**config.mk**
```make
export PLATFORM = sky130hd
export DESIGN_NAME = battery_soc_estimator_unit
export DESIGN_NICKNAME = d
export VERILOG_FILES = /design/src/sv/bse_pkg.sv /design/src/sv/bse_dp.sv /design/src/sv/bse_ctrl.sv /design/src/sv/battery_soc_estimator_unit.sv
export SDC_FILE = /design/constraint.sdc
export NUM_CORES = 2
export LEC_CHECK = 0
export BUFFER_PORTS_ARGS = -buffer_cell sky130_fd_sc_hd__buf_2
export CAP_MARGIN = 20
export CORE_ASPECT_RATIO = 1.4
export CORE_MARGIN = 1
export CORE_UTILIZATION = 34
export DETAILED_ROUTE_END_ITERATION = 6
export GPL_TIMING_DRIVEN = 1
export PLACE_DENSITY = 0.55
export SYNTH_ARGS = -nofsm -noshare
export SYNTH_HDL_FRONTEND = slang
export SYNTH_HIERARCHICAL = 1
export SYNTH_SLANG_ARGS = --single-unit
```
**constraint.sdc**
```tcl
create_clock -name clk -period 18.8 [get_ports clk]
set_input_delay 3.76 -clock clk [delete_from_list [all_inputs] [get_ports clk]]
set_output_delay 3.76 -clock clk [all_outputs]
set_load 0.005 [all_outputs]
```
**src/sv/bse_pkg.sv**
```systemverilog
// Shared constants, the OCV curve and the controller/datapath command types
// for the battery state-of-charge estimator. No dependencies.
package bse_pkg;

	localparam int BURST_LENGTH = 16;
	localparam int TABLE_POINTS = 12;

	localparam int RAW_W   = 12;
	localparam int CNT_W   = $clog2(BURST_LENGTH + 1);
	localparam int SUM_W   = RAW_W + $clog2(BURST_LENGTH);
	localparam int RATIO_W = 4;
	localparam int ALPHA_W = 16;
	localparam int CFG_W   = 16;
	localparam int IDX_W   = 2;

	// Register indexes of the configuration port.
	localparam logic [IDX_W-1:0] REG_ADC_READY = 2'd0;
	localparam logic [IDX_W-1:0] REG_ALPHA     = 2'd1;
	localparam logic [IDX_W-1:0] REG_RATIO     = 2'd2;

	localparam logic [ALPHA_W-1:0] ALPHA_RESET = 16'd19661;
	localparam logic [RATIO_W-1:0] RATIO_RESET = 4'd2;

	// Shared restoring divider.
	localparam int DIV_W  = 24;
	localparam int DVS_W  = 12;
	localparam int STEP_W = $clog2(DIV_W);

	localparam logic [DVS_W-1:0] ADC_FULL   = 12'd4095;
	localparam logic [RAW_W-1:0] VREF_MV    = 12'd3300;

	localparam int VBAT_W = RAW_W + RATIO_W;
	localparam int MV_W   = 13;
	localparam int PCT_W  = 7;
	localparam int FRAC_W = 16;
	localparam int S_W    = PCT_W + FRAC_W;
	localparam int SEG_W  = $clog2(TABLE_POINTS);

	localparam logic [PCT_W-1:0] PCT_MAX = 7'd100;
	localparam logic [S_W-1:0]   S_MAX   = {PCT_MAX, {FRAC_W{1'b0}}};

	localparam logic [MV_W-1:0] OCV_MV [TABLE_POINTS] = '{
		13'd4200, 13'd4060, 13'd3980, 13'd3920, 13'd3870, 13'd3820,
		13'd3790, 13'd3770, 13'd3740, 13'd3680, 13'd3450, 13'd3300
	};
	localparam logic [PCT_W-1:0] OCV_PCT [TABLE_POINTS] = '{
		7'd100, 7'd90, 7'd80, 7'd70, 7'd60, 7'd50,
		7'd40,  7'd30, 7'd20, 7'd10, 7'd5,  7'd0
	};

	// Datapath operations.
	localparam int OP_W = 4;
	localparam logic [OP_W-1:0] OP_NONE     = 4'd0;
	localparam logic [OP_W-1:0] OP_AVG_LD   = 4'd1;
	localparam logic [OP_W-1:0] OP_DIV_STEP = 4'd2;
	localparam logic [OP_W-1:0] OP_MV_LD    = 4'd3;
	localparam logic [OP_W-1:0] OP_VBAT     = 4'd4;
	localparam logic [OP_W-1:0] OP_SEG      = 4'd5;
	localparam logic [OP_W-1:0] OP_PCT      = 4'd6;
	localparam logic [OP_W-1:0] OP_EMA_MUL  = 4'd7;
	localparam logic [OP_W-1:0] OP_EMA_ACC  = 4'd8;
	localparam logic [OP_W-1:0] OP_OUT_LD   = 4'd9;
	localparam logic [OP_W-1:0] OP_MV_DIV   = 4'd10;

	typedef struct packed {
		logic            acc;
		logic            clr;
		logic            fresh;
		logic [OP_W-1:0] op;
	} dp_cmd_t;

	typedef struct packed {
		logic adc_ready;
		logic burst_end;
		logic no_good;
		logic div_last;
		logic vbat_mid;
	} dp_stat_t;

endpackage

```
**src/sv/bse_dp.sv**
```systemverilog
// Datapath of the estimator: configuration registers, burst accumulator,
// shared 24-step divider, OCV interpolation, moving average and result register.
// Depends on bse_pkg.
module bse_dp (
	input  logic                         clk,
	input  logic                         arst_n,
	input  logic                         cfg_write,
	input  logic [bse_pkg::IDX_W-1:0]    cfg_index,
	input  logic [bse_pkg::CFG_W-1:0]    cfg_data,
	input  logic [bse_pkg::RAW_W-1:0]    raw_sample,
	input  logic                         read_ok,
	input  bse_pkg::dp_cmd_t             cmd,
	output bse_pkg::dp_stat_t            stat,
	output logic signed [7:0]            percent,
	output logic                         fresh_reading
);

	logic                          adc_ready_q;
	logic [bse_pkg::ALPHA_W-1:0]   alpha_q;
	logic [bse_pkg::RATIO_W-1:0]   ratio_q;

	logic [bse_pkg::SUM_W-1:0]     sum_q;
	logic [bse_pkg::CNT_W-1:0]     good_q;
	logic [bse_pkg::CNT_W-1:0]     attempt_q;

	logic [bse_pkg::DIV_W-1:0]     dq_q;
	logic [bse_pkg::DVS_W-1:0]     rem_q;
	logic [bse_pkg::DVS_W-1:0]     dvs_q;
	logic [bse_pkg::STEP_W-1:0]    step_q;

	logic [bse_pkg::VBAT_W-1:0]    vbat_q;
	logic [bse_pkg::PCT_W-1:0]     pct_q;
	logic signed [40:0]            prod_q;
	logic [bse_pkg::S_W-1:0]       s_q;
	logic                          seeded_q;
	logic signed [7:0]             percent_q;
	logic                          fresh_q;

	// Divider step.
	logic [bse_pkg::DVS_W:0]       trial;
	logic                          trial_ge;
	logic [bse_pkg::DVS_W:0]       trial_sub;

	// Scaling to millivolts and battery voltage.
	logic [bse_pkg::DIV_W-1:0]     mv_prod;
	logic [bse_pkg::VBAT_W-1:0]    vbat_prod;

	// Division by full scale: the top bits give a quotient that is at most one short.
	logic [bse_pkg::DVS_W-1:0]     mv_est;
	logic [bse_pkg::DVS_W:0]       mv_rem;
	logic                          mv_carry;
	logic [bse_pkg::DVS_W-1:0]     mv_div;

	// Segment search and interpolation terms.
	logic                          seg_found;
	logic [bse_pkg::SEG_W-1:0]     seg_hi;
	logic [bse_pkg::SEG_W-1:0]     seg_lo;
	logic [bse_pkg::MV_W-1:0]      hi_mv;
	logic [bse_pkg::MV_W-1:0]      lo_mv;
	logic [bse_pkg::MV_W-1:0]      dm;
	logic [bse_pkg::PCT_W-1:0]     dp_pct;
	logic [bse_pkg::MV_W-1:0]      off_mv;
	logic [bse_pkg::DIV_W-1:0]     interp_num;
	logic                          vbat_top;
	logic                          vbat_bottom;

	// Moving average.
	logic [bse_pkg::S_W-1:0]       target;
	logic signed [23:0]            diff;
	logic signed [40:0]            prod_rnd;
	logic signed [25:0]            s_sum;
	logic [bse_pkg::S_W:0]         s_rnd;

	always_ff @(posedge clk or negedge arst_n) begin
		if (!arst_n) begin
			adc_ready_q <= 1'b1;
			alpha_q     <= bse_pkg::ALPHA_RESET;
			ratio_q     <= bse_pkg::RATIO_RESET;
		end else if (cfg_write) begin
			unique case (cfg_index)
				bse_pkg::REG_ADC_READY: adc_ready_q <= cfg_data[0];
				bse_pkg::REG_ALPHA:     alpha_q     <= cfg_data[bse_pkg::ALPHA_W-1:0];
				bse_pkg::REG_RATIO:     ratio_q     <= cfg_data[bse_pkg::RATIO_W-1:0];
				default: ;
			endcase
		end
	end

	// Burst accumulator; a clear takes precedence over a new request.
	always_ff @(posedge clk or negedge arst_n) begin
		if (!arst_n) begin
			sum_q     <= '0;
			good_q    <= '0;
			attempt_q <= '0;
		end else if (cmd.clr) begin
			sum_q     <= '0;
			good_q    <= '0;
			attempt_q <= '0;
		end else if (cmd.acc) begin
			attempt_q <= attempt_q + 1'b1;
			if (read_ok) begin
				sum_q  <= sum_q + bse_pkg::SUM_W'(raw_sample);
				good_q <= good_q + 1'b1;
			end
		end
	end

	assign trial     = {rem_q, dq_q[bse_pkg::DIV_W-1]};
	assign trial_ge  = trial >= {1'b0, dvs_q};
	assign trial_sub = trial - {1'b0, dvs_q};

	assign mv_prod   = {{(bse_pkg::DIV_W-bse_pkg::RAW_W){1'b0}}, dq_q[bse_pkg::RAW_W-1:0]}
		* {{(bse_pkg::DIV_W-bse_pkg::RAW_W){1'b0}}, bse_pkg::VREF_MV};
	assign vbat_prod = {{bse_pkg::RATIO_W{1'b0}}, dq_q[bse_pkg::RAW_W-1:0]}
		* {{bse_pkg::RAW_W{1'b0}}, ratio_q};

	assign mv_est   = dq_q[bse_pkg::DIV_W-1:bse_pkg::RAW_W];
	assign mv_rem   = {1'b0, dq_q[bse_pkg::RAW_W-1:0]} + {1'b0, mv_est};
	assign mv_carry = mv_rem >= {1'b0, bse_pkg::ADC_FULL};
	assign mv_div   = mv_est + {{(bse_pkg::DVS_W-1){1'b0}}, mv_carry};

	assign vbat_top    = vbat_q >= bse_pkg::VBAT_W'(bse_pkg::OCV_MV[0]);
	assign vbat_bottom = vbat_q <= bse_pkg::VBAT_W'(bse_pkg::OCV_MV[bse_pkg::TABLE_POINTS-1]);

	// First segment whose end points enclose the voltage.
	always_comb begin
		seg_found = 1'b0;
		seg_hi    = '0;
		for (int i = 0; i < bse_pkg::TABLE_POINTS - 1; i++) begin
			if (!seg_found && vbat_q <= bse_pkg::VBAT_W'(bse_pkg::OCV_MV[i])
					&& vbat_q >= bse_pkg::VBAT_W'(bse_pkg::OCV_MV[i+1])) begin
				seg_found = 1'b1;
				seg_hi    = bse_pkg::SEG_W'(i);
			end
		end
	end

	assign seg_lo     = seg_hi + 1'b1;
	assign hi_mv      = bse_pkg::OCV_MV[seg_hi];
	assign lo_mv      = bse_pkg::OCV_MV[seg_lo];
	assign dm         = hi_mv - lo_mv;
	assign dp_pct     = bse_pkg::OCV_PCT[seg_hi] - bse_pkg::OCV_PCT[seg_lo];
	assign off_mv     = bse_pkg::MV_W'(vbat_q) - lo_mv;
	assign interp_num = (bse_pkg::DIV_W'(off_mv) * bse_pkg::DIV_W'(dp_pct) << 1)
		+ bse_pkg::DIV_W'(dm);

	assign target   = {pct_q, {bse_pkg::FRAC_W{1'b0}}};
	assign diff     = $signed({1'b0, target}) - $signed({1'b0, s_q});
	assign prod_rnd = prod_q + 41'sd32768;
	assign s_sum    = $signed({3'b000, s_q}) + {prod_rnd[40], prod_rnd[40:16]};
	assign s_rnd    = {1'b0, s_q} + 24'd32768;

	always_ff @(posedge clk or negedge arst_n) begin
		if (!arst_n) begin
			seeded_q <= 1'b0;
			s_q      <= '0;
		end else if (cmd.op == bse_pkg::OP_EMA_ACC) begin
			seeded_q <= 1'b1;
			if (!seeded_q) begin
				s_q <= target;
			end else if (s_sum < 0) begin
				s_q <= '0;
			end else if (s_sum > $signed({3'b000, bse_pkg::S_MAX})) begin
				s_q <= bse_pkg::S_MAX;
			end else begin
				s_q <= s_sum[bse_pkg::S_W-1:0];
			end
		end
	end

	always_ff @(posedge clk) begin
		unique case (cmd.op)
			bse_pkg::OP_AVG_LD: begin
				dq_q   <= bse_pkg::DIV_W'(sum_q);
				dvs_q  <= bse_pkg::DVS_W'(good_q);
				rem_q  <= '0;
				step_q <= '0;
			end
			bse_pkg::OP_DIV_STEP: begin
				dq_q   <= {dq_q[bse_pkg::DIV_W-2:0], trial_ge};
				rem_q  <= trial_ge ? trial_sub[bse_pkg::DVS_W-1:0] : trial[bse_pkg::DVS_W-1:0];
				step_q <= step_q + 1'b1;
			end
			bse_pkg::OP_MV_LD: begin
				dq_q   <= mv_prod;
			end
			bse_pkg::OP_MV_DIV: begin
				dq_q   <= {{(bse_pkg::DIV_W-bse_pkg::DVS_W){1'b0}}, mv_div};
			end
			bse_pkg::OP_VBAT: begin
				vbat_q <= vbat_prod;
			end
			bse_pkg::OP_SEG: begin
				if (vbat_top) begin
					pct_q <= bse_pkg::PCT_MAX;
				end else if (vbat_bottom) begin
					pct_q <= '0;
				end else begin
					pct_q  <= bse_pkg::OCV_PCT[seg_lo];
					dq_q   <= interp_num;
					dvs_q  <= bse_pkg::DVS_W'({dm, 1'b0});
					rem_q  <= '0;
					step_q <= '0;
				end
			end
			bse_pkg::OP_PCT: begin
				pct_q <= pct_q + dq_q[bse_pkg::PCT_W-1:0];
			end
			bse_pkg::OP_EMA_MUL: begin
				prod_q <= $signed({1'b0, alpha_q}) * diff;
			end
			bse_pkg::OP_OUT_LD: begin
				percent_q <= seeded_q ? $signed(s_rnd[bse_pkg::S_W:bse_pkg::FRAC_W]) : -8'sd1;
				fresh_q   <= cmd.fresh;
			end
			default: ;
		endcase
	end

	assign stat.adc_ready = adc_ready_q;
	assign stat.burst_end = attempt_q == bse_pkg::CNT_W'(bse_pkg::BURST_LENGTH - 1);
	assign stat.no_good   = (good_q == '0) && !read_ok;
	assign stat.div_last  = step_q == bse_pkg::STEP_W'(bse_pkg::DIV_W - 1);
	assign stat.vbat_mid  = !vbat_top && !vbat_bottom;

	assign percent       = percent_q;
	assign fresh_reading = fresh_q;

endmodule

```
**src/sv/bse_ctrl.sv**
```systemverilog
// Controller of the estimator: sequences accumulation, the average and interpolation
// divisions, scaling, smoothing, and owns both handshakes. Depends on bse_pkg.
module bse_ctrl (
	input  logic               clk,
	input  logic               arst_n,
	input  logic               in_valid,
	output logic               in_ready,
	output logic               out_valid,
	input  logic               out_ready,
	input  bse_pkg::dp_stat_t  stat,
	output bse_pkg::dp_cmd_t   cmd
);

	localparam logic [3:0] S_IDLE    = 4'd0;
	localparam logic [3:0] S_AVG_LD  = 4'd1;
	localparam logic [3:0] S_AVG_DIV = 4'd2;
	localparam logic [3:0] S_MV_LD   = 4'd3;
	localparam logic [3:0] S_MV_DIV  = 4'd4;
	localparam logic [3:0] S_VBAT    = 4'd5;
	localparam logic [3:0] S_SEG     = 4'd6;
	localparam logic [3:0] S_INT_DIV = 4'd7;
	localparam logic [3:0] S_PCT     = 4'd8;
	localparam logic [3:0] S_EMA_MUL = 4'd9;
	localparam logic [3:0] S_EMA_ACC = 4'd10;
	localparam logic [3:0] S_OUT     = 4'd11;

	logic [3:0] state_q;
	logic [3:0] state_d;
	logic       fresh_q;
	logic       fresh_d;
	logic       out_valid_q;
	logic       out_load;

	assign in_ready  = state_q == S_IDLE;
	assign out_valid = out_valid_q;
	assign out_load  = cmd.op == bse_pkg::OP_OUT_LD;

	always_comb begin
		state_d   = state_q;
		fresh_d   = fresh_q;
		cmd.acc   = 1'b0;
		cmd.clr   = 1'b0;
		cmd.fresh = fresh_q;
		cmd.op    = bse_pkg::OP_NONE;
		unique case (state_q)
			S_IDLE: begin
				if (in_valid) begin
					if (!stat.adc_ready) begin
						// A converter that is not ready drops the partial burst.
						cmd.clr = 1'b1;
						fresh_d = 1'b0;
						state_d = S_OUT;
					end else if (stat.burst_end && stat.no_good) begin
						cmd.clr = 1'b1;
						fresh_d = 1'b0;
						state_d = S_OUT;
					end else begin
						cmd.acc = 1'b1;
						if (stat.burst_end) begin
							fresh_d = 1'b1;
							state_d = S_AVG_LD;
						end
					end
				end
			end
			S_AVG_LD: begin
				cmd.op  = bse_pkg::OP_AVG_LD;
				cmd.clr = 1'b1;
				state_d = S_AVG_DIV;
			end
			S_AVG_DIV: begin
				cmd.op = bse_pkg::OP_DIV_STEP;
				if (stat.div_last) begin
					state_d = S_MV_LD;
				end
			end
			S_MV_LD: begin
				cmd.op  = bse_pkg::OP_MV_LD;
				state_d = S_MV_DIV;
			end
			S_MV_DIV: begin
				cmd.op  = bse_pkg::OP_MV_DIV;
				state_d = S_VBAT;
			end
			S_VBAT: begin
				cmd.op  = bse_pkg::OP_VBAT;
				state_d = S_SEG;
			end
			S_SEG: begin
				cmd.op  = bse_pkg::OP_SEG;
				state_d = stat.vbat_mid ? S_INT_DIV : S_EMA_MUL;
			end
			S_INT_DIV: begin
				cmd.op = bse_pkg::OP_DIV_STEP;
				if (stat.div_last) begin
					state_d = S_PCT;
				end
			end
			S_PCT: begin
				cmd.op  = bse_pkg::OP_PCT;
				state_d = S_EMA_MUL;
			end
			S_EMA_MUL: begin
				cmd.op  = bse_pkg::OP_EMA_MUL;
				state_d = S_EMA_ACC;
			end
			S_EMA_ACC: begin
				cmd.op  = bse_pkg::OP_EMA_ACC;
				state_d = S_OUT;
			end
			S_OUT: begin
				// The result register is loaded once the previous result has been taken, or is being taken.
				if (!out_valid_q || out_ready) begin
					cmd.op  = bse_pkg::OP_OUT_LD;
					state_d = S_IDLE;
				end
			end
			default: begin
				state_d = S_IDLE;
			end
		endcase
	end

	always_ff @(posedge clk or negedge arst_n) begin
		if (!arst_n) begin
			state_q     <= S_IDLE;
			fresh_q     <= 1'b0;
			out_valid_q <= 1'b0;
		end else begin
			state_q <= state_d;
			fresh_q <= fresh_d;
			if (out_load) begin
				out_valid_q <= 1'b1;
			end else if (out_ready) begin
				out_valid_q <= 1'b0;
			end
		end
	end

endmodule

```
**src/sv/battery_soc_estimator_unit.sv**
```systemverilog
// Battery state-of-charge estimator: top level joining controller and datapath.
// Depends on bse_pkg, bse_ctrl and bse_dp.
// A request inside a burst is taken while idle. A request closing a burst with a good
// read runs average load, a shared 24-step divider pass, mV scaling, battery voltage,
// segment search, an interpolation divider pass, percent sum, smoothing and output load;
// off either end of the curve the interpolation steps are skipped. No new request is
// taken meanwhile. A closing burst without a good read, or a converter not ready, goes
// straight to the output state; a result waiting at the output delays the next one.
// Asynchronous reset restores configuration, burst and smoothing state; output empties.
module battery_soc_estimator_unit (
	input  logic                         clk,
	input  logic                         arst_n,
	input  logic                         cfg_write,
	input  logic [bse_pkg::IDX_W-1:0]    cfg_index,
	input  logic [bse_pkg::CFG_W-1:0]    cfg_data,
	input  logic                         in_valid,
	output logic                         in_ready,
	input  logic [bse_pkg::RAW_W-1:0]    raw_sample,
	input  logic                         read_ok,
	output logic                         out_valid,
	input  logic                         out_ready,
	output logic signed [7:0]            percent,
	output logic                         fresh_reading
);

	bse_pkg::dp_cmd_t  cmd;
	bse_pkg::dp_stat_t stat;

	bse_ctrl u_ctrl (
		.clk       (clk),
		.arst_n    (arst_n),
		.in_valid  (in_valid),
		.in_ready  (in_ready),
		.out_valid (out_valid),
		.out_ready (out_ready),
		.stat      (stat),
		.cmd       (cmd)
	);

	bse_dp u_dp (
		.clk           (clk),
		.arst_n        (arst_n),
		.cfg_write     (cfg_write),
		.cfg_index     (cfg_index),
		.cfg_data      (cfg_data),
		.raw_sample    (raw_sample),
		.read_ok       (read_ok),
		.cmd           (cmd),
		.stat          (stat),
		.percent       (percent),
		.fresh_reading (fresh_reading)
	);

endmodule
```
# Word level (Yosys, flattened, before mapping)
# Memories as Yosys holds them, arrays and structs flattened.
# Cells that the tools add are included.
# word_totals
ff_bits	203
rom_bits	640
input_bits	36
output_inout_bits	11
word_cells	247
memories	4
# mem_list
name	depth	width	read_ports	rd_ports_with_merged_regs	wr	line_no	rtl
(name not given)	16	13	1	0	0	bse_dp.sv:139	assign hi_mv = bse_pkg::OCV_MV[seg_hi];
(name not given)	16	13	1	0	0	bse_dp.sv:140	assign lo_mv = bse_pkg::OCV_MV[seg_lo];
(name not given)	16	7	1	0	0	bse_dp.sv:142	assign dp_pct = bse_pkg::OCV_PCT[seg_hi] - bse_pkg::OCV_PCT[seg_lo];
(name not given)	16	7	1	0	0	bse_dp.sv:142	
# op_classes
add_sub_neg	17
multipliers	4
magnitude_cmp	30
eq_ne	33
n_mux	78
n_bitwise	2
reduce_logical	59
# op_table
op	count
16-bit by 12-bit greater-or-equal comparator with 1-bit output, second input constant	11
16-bit by 12-bit <= comparator with 1-bit output, second input constant	11
24-bit case mux with 5 select lines	1
23-bit two-way mux	3
12-bit two-way mux	5
13-bit two-way mux	4
16-bit two-way mux	3
24-bit two-way mux	2
4-bit two-way mux	12
4-bit case mux with 12 select lines	1
7-bit two-way mux	6
41-bit by 17-bit adder with 41-bit output, second input constant	1
17-bit by 24-bit multiplier with 41-bit output	1
4-bit case mux with 10 select lines	1
12-bit case mux with 3 select lines	1
5-bit two-way mux	7
4-bit by 3-bit equality test with 1-bit output, second input constant	8
4-bit equality test, second input constant	7
24-bit by 25-bit adder with 26-bit output	1
26-bit by 24-bit > comparator with 1-bit output, second input constant	1
26-bit by 1-bit less-than comparator with 1-bit output, second input constant	1
13-bit subtractor	2
23-bit by 16-bit adder with 24-bit output, second input constant	1
1-bit logical AND	24
other kinds (48)	108

# Longest topological paths before layout
# depth
depth_word	54
ltp_mapped	47
depth_no_buf	43

# Hierarchy
# Netlist, hierarchy kept.
# modules_own_cells
module	instances	cells_per_inst	area_per_inst_um2	seq_area_each_um2
bse_dp	1	3723	33579.7	5122.4
bse_ctrl	1	71	573.0	150.1

# Worst setup path after synthesis
# No wires, ideal clock.
# synth_timing
kind	register -> register
startpoint	register u_dp/vbat_q[12] in the netlist's numbering
endpoint	register u_dp/dq_q[18] in the netlist's numbering, data pin
setup_time_ns	0.268
arrival_ns	9.449
required_time_ns	18.532
path_slack_ns	9.083
stages_incl_launch_ff	44
path_buffers	2
period_less_slack_ns	9.717
path_cell_list	edfxtp_1 -> or4_1 -> buf_2 -> or3_1 -> nor4_2 -> o21a_2 -> o211ai_1 -> a21oi_1 -> nand2_1 -> inv_1 -> ha_1 -> buf_2 -> clkinv_1 -> nand2_1 -> a41oi_1 -> inv_1 -> ha_1 -> nor2b_1 -> [... 8 more ...] -> fa_1 -> fa_1 -> fa_1 -> inv_1 -> fa_1 -> inv_1 -> ha_1 -> o21ai_0 -> nand2b_1 -> nand2_1 -> xnor2_1 -> ha_1 -> o21a_1 -> nor2_1 -> a211oi_1 -> nor4b_1 -> xor2_1 -> o21ai_0
# synth_between
elab_chain_cells	54
elab_cells_between_ends	96
cone_classes	add/sub: 5; mul: 1; order compare: 22; mux: 31; bitwise: 2; reduce/logical: 31; memory: 4
# synth_lines
element	line_no	rtl
start, declared	bse_dp.sv:31	logic [bse_pkg::VBAT_W-1:0] vbat_q;
start signal, assigned	bse_dp.sv:191	vbat_q <= vbat_prod;
16-bit by 13-bit <= comparator with 1-bit output or 16-bit by 12-bit greater-or-equal comparator with 1-bit output (tied branches)	bse_dp.sv:130, bse_dp.sv:131	
1-bit logical AND	bse_dp.sv:131	&& vbat_q >= bse_pkg::VBAT_W'(bse_pkg::OCV_MV[i+1])) begin
1-bit two-way mux	bse_dp.sv:130	if (!seg_found && vbat_q <= bse_pkg::VBAT_W'(bse_pkg::OCV_MV[i])
1-bit zero test	bse_dp.sv:130	
1-bit logical AND	bse_dp.sv:130	
1-bit logical AND	bse_dp.sv:131	
1-bit two-way mux	bse_dp.sv:130	
1-bit zero test	bse_dp.sv:130	
[... 37 more ...]	-	
memory 16 x 13 bit or memory 16 x 7 bit (tied branches)	-	
13-bit two-way mux (implied by the code) or 7-bit two-way mux (tied branches) (2 in a row)	bse_dp.sv:140, bse_dp.sv:142	
13-bit subtractor or 7-bit subtractor (tied branches)	bse_dp.sv:143, bse_dp.sv:142	
13-bit by 7-bit multiplier with 20-bit output	bse_dp.sv:144	assign interp_num = (bse_pkg::DIV_W'(off_mv) * bse_pkg::DIV_W'(dp_pct) << 1)
21-bit by 13-bit adder with 22-bit output (*)	bse_dp.sv:145	+ bse_pkg::DIV_W'(dm);
24-bit two-way mux (*)	bse_dp.sv:196	end else if (vbat_bottom) begin
24-bit two-way mux (*)	bse_dp.sv:194	if (vbat_top) begin
24-bit case mux with 5 select lines (*)	bse_dp.sv:172	unique case (cmd.op)
end signal, assigned	bse_dp.sv:174	dq_q <= bse_pkg::DIV_W'(sum_q);
end signal, assigned	bse_dp.sv:180	dq_q <= {dq_q[bse_pkg::DIV_W-2:0], trial_ge};
end signal, assigned	bse_dp.sv:200	dq_q <= interp_num;
end, declared	bse_dp.sv:26	logic [bse_pkg::DIV_W-1:0] dq_q;
# Mark *: on every way between the ends. The rest lies on a longest branch, timed or not. The select of a mux whose other input is x is not followed.
# A chain may end at the register's enable or synchronous reset.

# Worst setup path in the final report
# layout_timing
startpoint	register u_dp/vbat_q[15] in the netlist's numbering
endpoint	register u_dp/dq_q[18] in the netlist's numbering, data pin
# layout_between
elab_chain_cells	54
elab_cells_between_ends	96
cone_classes	add/sub: 5; mul: 1; order compare: 22; mux: 31; bitwise: 2; reduce/logical: 31; memory: 4
# layout_lines
element	line_no
16-bit by 13-bit <= comparator with 1-bit output or 16-bit by 12-bit greater-or-equal comparator with 1-bit output (tied branches)	bse_dp.sv:130, bse_dp.sv:131
1-bit logical AND	bse_dp.sv:131
1-bit two-way mux	bse_dp.sv:130
1-bit zero test	bse_dp.sv:130
1-bit logical AND	bse_dp.sv:130
1-bit logical AND	bse_dp.sv:131
1-bit two-way mux	bse_dp.sv:130
1-bit zero test	bse_dp.sv:130
[... 37 more ...]	-
memory 16 x 13 bit or memory 16 x 7 bit (tied branches)	-
13-bit two-way mux (implied by the code) or 7-bit two-way mux (tied branches) (2 in a row)	bse_dp.sv:140, bse_dp.sv:142
13-bit subtractor or 7-bit subtractor (tied branches)	bse_dp.sv:143, bse_dp.sv:142
13-bit by 7-bit multiplier with 20-bit output	bse_dp.sv:144
21-bit by 13-bit adder with 22-bit output (*)	bse_dp.sv:145
24-bit two-way mux (*)	bse_dp.sv:196
24-bit two-way mux (*)	bse_dp.sv:194
24-bit case mux with 5 select lines (*)	bse_dp.sv:172
# Marked as above.

==> out/results.txt <==
First-pass GRT wire length - 154,000 um
Resized Gates After CTS - 0
Hold-fix buffers, CTS - 0
Gr usage total - 0.193
Syn Inst Count - 3,794
Final core occ - 0.368
Mux cell area share after synthesis - 0.0103
Clk root buf - clkbuf_16
DRT iter0 DRCs - 1,350
Synth cell types - 92
Fin crit period - 11.22 ns
Sequential area share after synthesis - 0.154
Dpl hpwl - 77,500 um
Register bit count reported by yosys - 188
Cell count of the worst reg-to-reg path - 38
Critical R2R Capture - u_dp/dq_q[18]$_DFFE_PP_
Slew margin rel. - 0.278
Wire per inst - 18.4 um
Grt total ovfl - 0
Largest net degree at the start of global routing - 44
Leading cell type in the layout, fill and taps excluded - inv_1
DRT Wirelength - 94,200 um
Clk buf depth - 2
CP Launch Point - u_dp/vbat_q[15]$_DFFE_PN_
Mapped Area - 0.0342 mm^2
H-Tree Depth - 4
Final Cycle Share - 0.597
R2r startpoint - u_dp/vbat_q[15]$_DFFE_PN_
Number of I/O port buffers - 46
Clk_lat worst skew - 0.52 ns
TNS Setup - 0 ns
Synth Flop Type - edfxtp_1
TritonCTS sink count - 188
Hold Crit Depth - 0
HP Class - reg2reg
Vias in the first global route - 28,000
Synth Area in Compound Gates - 0.108
Clock-pin slew on the worst setup and hold paths - 0.10 ns
Worst-margin pin slew - 1.08 ns
Vias - 26,000
Core ar. - 0.0996 mm^2
Fmax - 89.1 MHz
CTS tree - yes
Die width - 270 um
DRC - 0
CP max FO - 13
Register-to-register setup slack - 7.58 ns
Vias per cell - 5.09
Largest family of logic cells by synthesized area - adder cells
Worst clock skew - 0.0216 ns
Fillers - 10,300
Worst Setup EP - u_dp/dq_q[18]$_DFFE_PP_
Worst path required time - 19.06 ns
RSZ-0062 raised after global routing - false
Layout cells sized above 1 - 0.0579
Placement row count - 137
Die Area - 0.102 mm^2
Adder-cell area share of the yosys netlist - 0.416
Boundary Pins - 47
Post-route worst setup slack - 7.58 ns
Arr. time, crit path - 11.48 ns
Area Growth Syn to Fin - 7.26%
Drt pass-1 iters - 5
Initial antenna violation count - 2
Setup bufs post-CTS - 0
Post-Synth Simple-Gate Area - 0.163
Final slew viol count - 0
Final hold violations - 0
Mean Syn Cell Area - 9.00 um^2
Initial Utilization - 0.343
Post-Syn Nets - 4,672
Post-Synth XOR/XNOR Area - 0.0605
Worst path slowest cell - xor2_1
Post-synth EDFFs - 111
Status - finished, final reports clean
Max Cap Viol - 0
Setup WS pre-CTS - 7.71 ns
Most frequent cells in the layout - inv_1 (656), fa_1 (489), nand2_1 (405)
Final setup fails - 0
CTS Buf Count - 17
Asr flop ratio synth - 0.410
Fin nets - 4,650
Syn. warnings - 6
Startpoint types - flop
Worst setup path category - reg2reg
Die H - 377 um
Worst path max stage delay - 0.78 ns
Worst setup EP type - flop
GP Congestion - 0.906
Multi-input gate area - 0.0260 mm^2
Register area - 0.00527 mm^2
Post-route ant nets - 0
[worst min path at each step]
stage                                     from                           end
floorplan           u_dp/sum_q[10]$_DFFE_PN0P_    u_dp/sum_q[10]$_DFFE_PN0P_
global placement    u_ctrl/fresh_q$_DFFE_PN0P_  u_dp/fresh_reading$_DFFE_PN_
detailed placement  u_ctrl/fresh_q$_DFFE_PN0P_  u_dp/fresh_reading$_DFFE_PN_
CTS                 u_ctrl/fresh_q$_DFFE_PN0P_  u_dp/fresh_reading$_DFFE_PN_
global route        u_ctrl/fresh_q$_DFFE_PN0P_  u_dp/fresh_reading$_DFFE_PN_
finish              u_ctrl/fresh_q$_DFFE_PN0P_  u_dp/fresh_reading$_DFFE_PN_
[cell families after synthesis]
kind of cell,after synthesis
XOR/XNOR,235
AND/OR/NAND/NOR,1149
buffers and inverters,789
flip-flops,188
AO/OA/AOI/OAI,559
multiplexers,32
adder cells (fa/ha/maj),842
[registers in the layout, indices dropped and copies added (netlist names), 8 cells and up]
register,flops
u_dp/dq_q,24
u_dp/rem_q,12
u_dp/vbat_q,16
u_dp/s_q,23
u_dp/dvs_q,12
u_dp/sum_q,16
u_dp/alpha_q,16
u_dp/percent,8
u_dp/prod_q,26
[worst max-delay path: cells and delay by family, from the launching register on]
| kind | cells | cell delay, ns |
|---|---|---|
| xor gates and xnor gates | 2 | 0.96 |
| adders and majority gates | 8 | 3.51 |
| and+or+nand+nor | 9 | 2.42 |
| buffers and inverters | 5 | 0.58 |
| AOI/OAI and AO/OA | 14 | 3.10 |
| DFF | 1 | 0.38 |
[Yosys cell counts (6+ instances only)]
cell type	instances	area [um^2]
a211oi_1	21	158
dfrtp_1	67	1680
ha_1	353	4420
xnor2_1	150	1310
mux2i_1	9	90.1
a31oi_1	15	93.8
nand2b_1	34	213
fa_1	489	9790
a221oi_1	11	96.3
inv_1	656	2460
dfstp_2	10	263
and3_1	17	106
nor3_1	49	245
and4_1	6	52.6
nor3b_1	10	75.1
or2_2	32	200
buf_2	8	40.0
nor4_1	13	81.3
a211o_1	7	61.3
o211ai_1	12	90.1
or3_1	16	100
mux2_2	22	248
xor2_1	84	736
a21oi_1	151	756
a22oi_1	7	52.6
o31ai_1	16	120
edfxtp_1	111	3330
and2_1	187	1170
o21ai_0	109	546
o21bai_1	24	180
nand2_1	405	1520
nand3_1	57	285
nor2b_1	30	188
a21o_1	50	375
o22ai_1	10	62.6
a311o_1	6	60.1
nand4_1	24	150
buf_1	8	30.0
clkbuf_1	111	417
a22o_1	20	175
o21a_1	31	233
or4_1	6	45.0
a21boi_0	14	105
nor2_1	236	886
[metrics by stage]
step | cell area [um^2] | instances | hold WS, ns
5_1_grt | 36600 | 5105 | 0.487
4_1_cts | 36600 | 5102 | 0.482
3_5_place_dp | 35900 | 5070 | 0.465
2_1_floorplan | 34200 | 3794 | 0.470
6_report | 36600 | 5108 | 0.482
3_3_place_gp | 35900 | 5068 | 0.462
[metal layers]
| layer | track usage | share of wire | vias to the layer above |
|---|---|---|---|
| met5 | 0 | 0 | - |
| met4 | 0.0812 | 0.045 | 0 |
| met3 | 0.0206 | 0.030 | 201 |
| met2 | 0.366 | 0.54 | 542 |
| met1 | 0.218 | 0.39 | 13000 |
| li1 | - | - | 12200 |
[layout make-up]
| cell class | count | share of cell area |
|---|---|---|
| Clock inverter | 15 | 0.00652 |
| Tap cell | 1320 | 0.0451 |
| Sequential cell | 188 | 0.144 |
| Clock buffer | 17 | 0.0116 |
| Multi-Input combinational cell | 2817 | 0.709 |
| Antenna cell | 3 | 0.000205 |
| Timing Repair Buffer | 90 | 0.0163 |
| Inverter | 658 | 0.0674 |
Power is not shown: default switching activity piles up to over one toggle a cycle in this logic, so the estimate is an artifact.
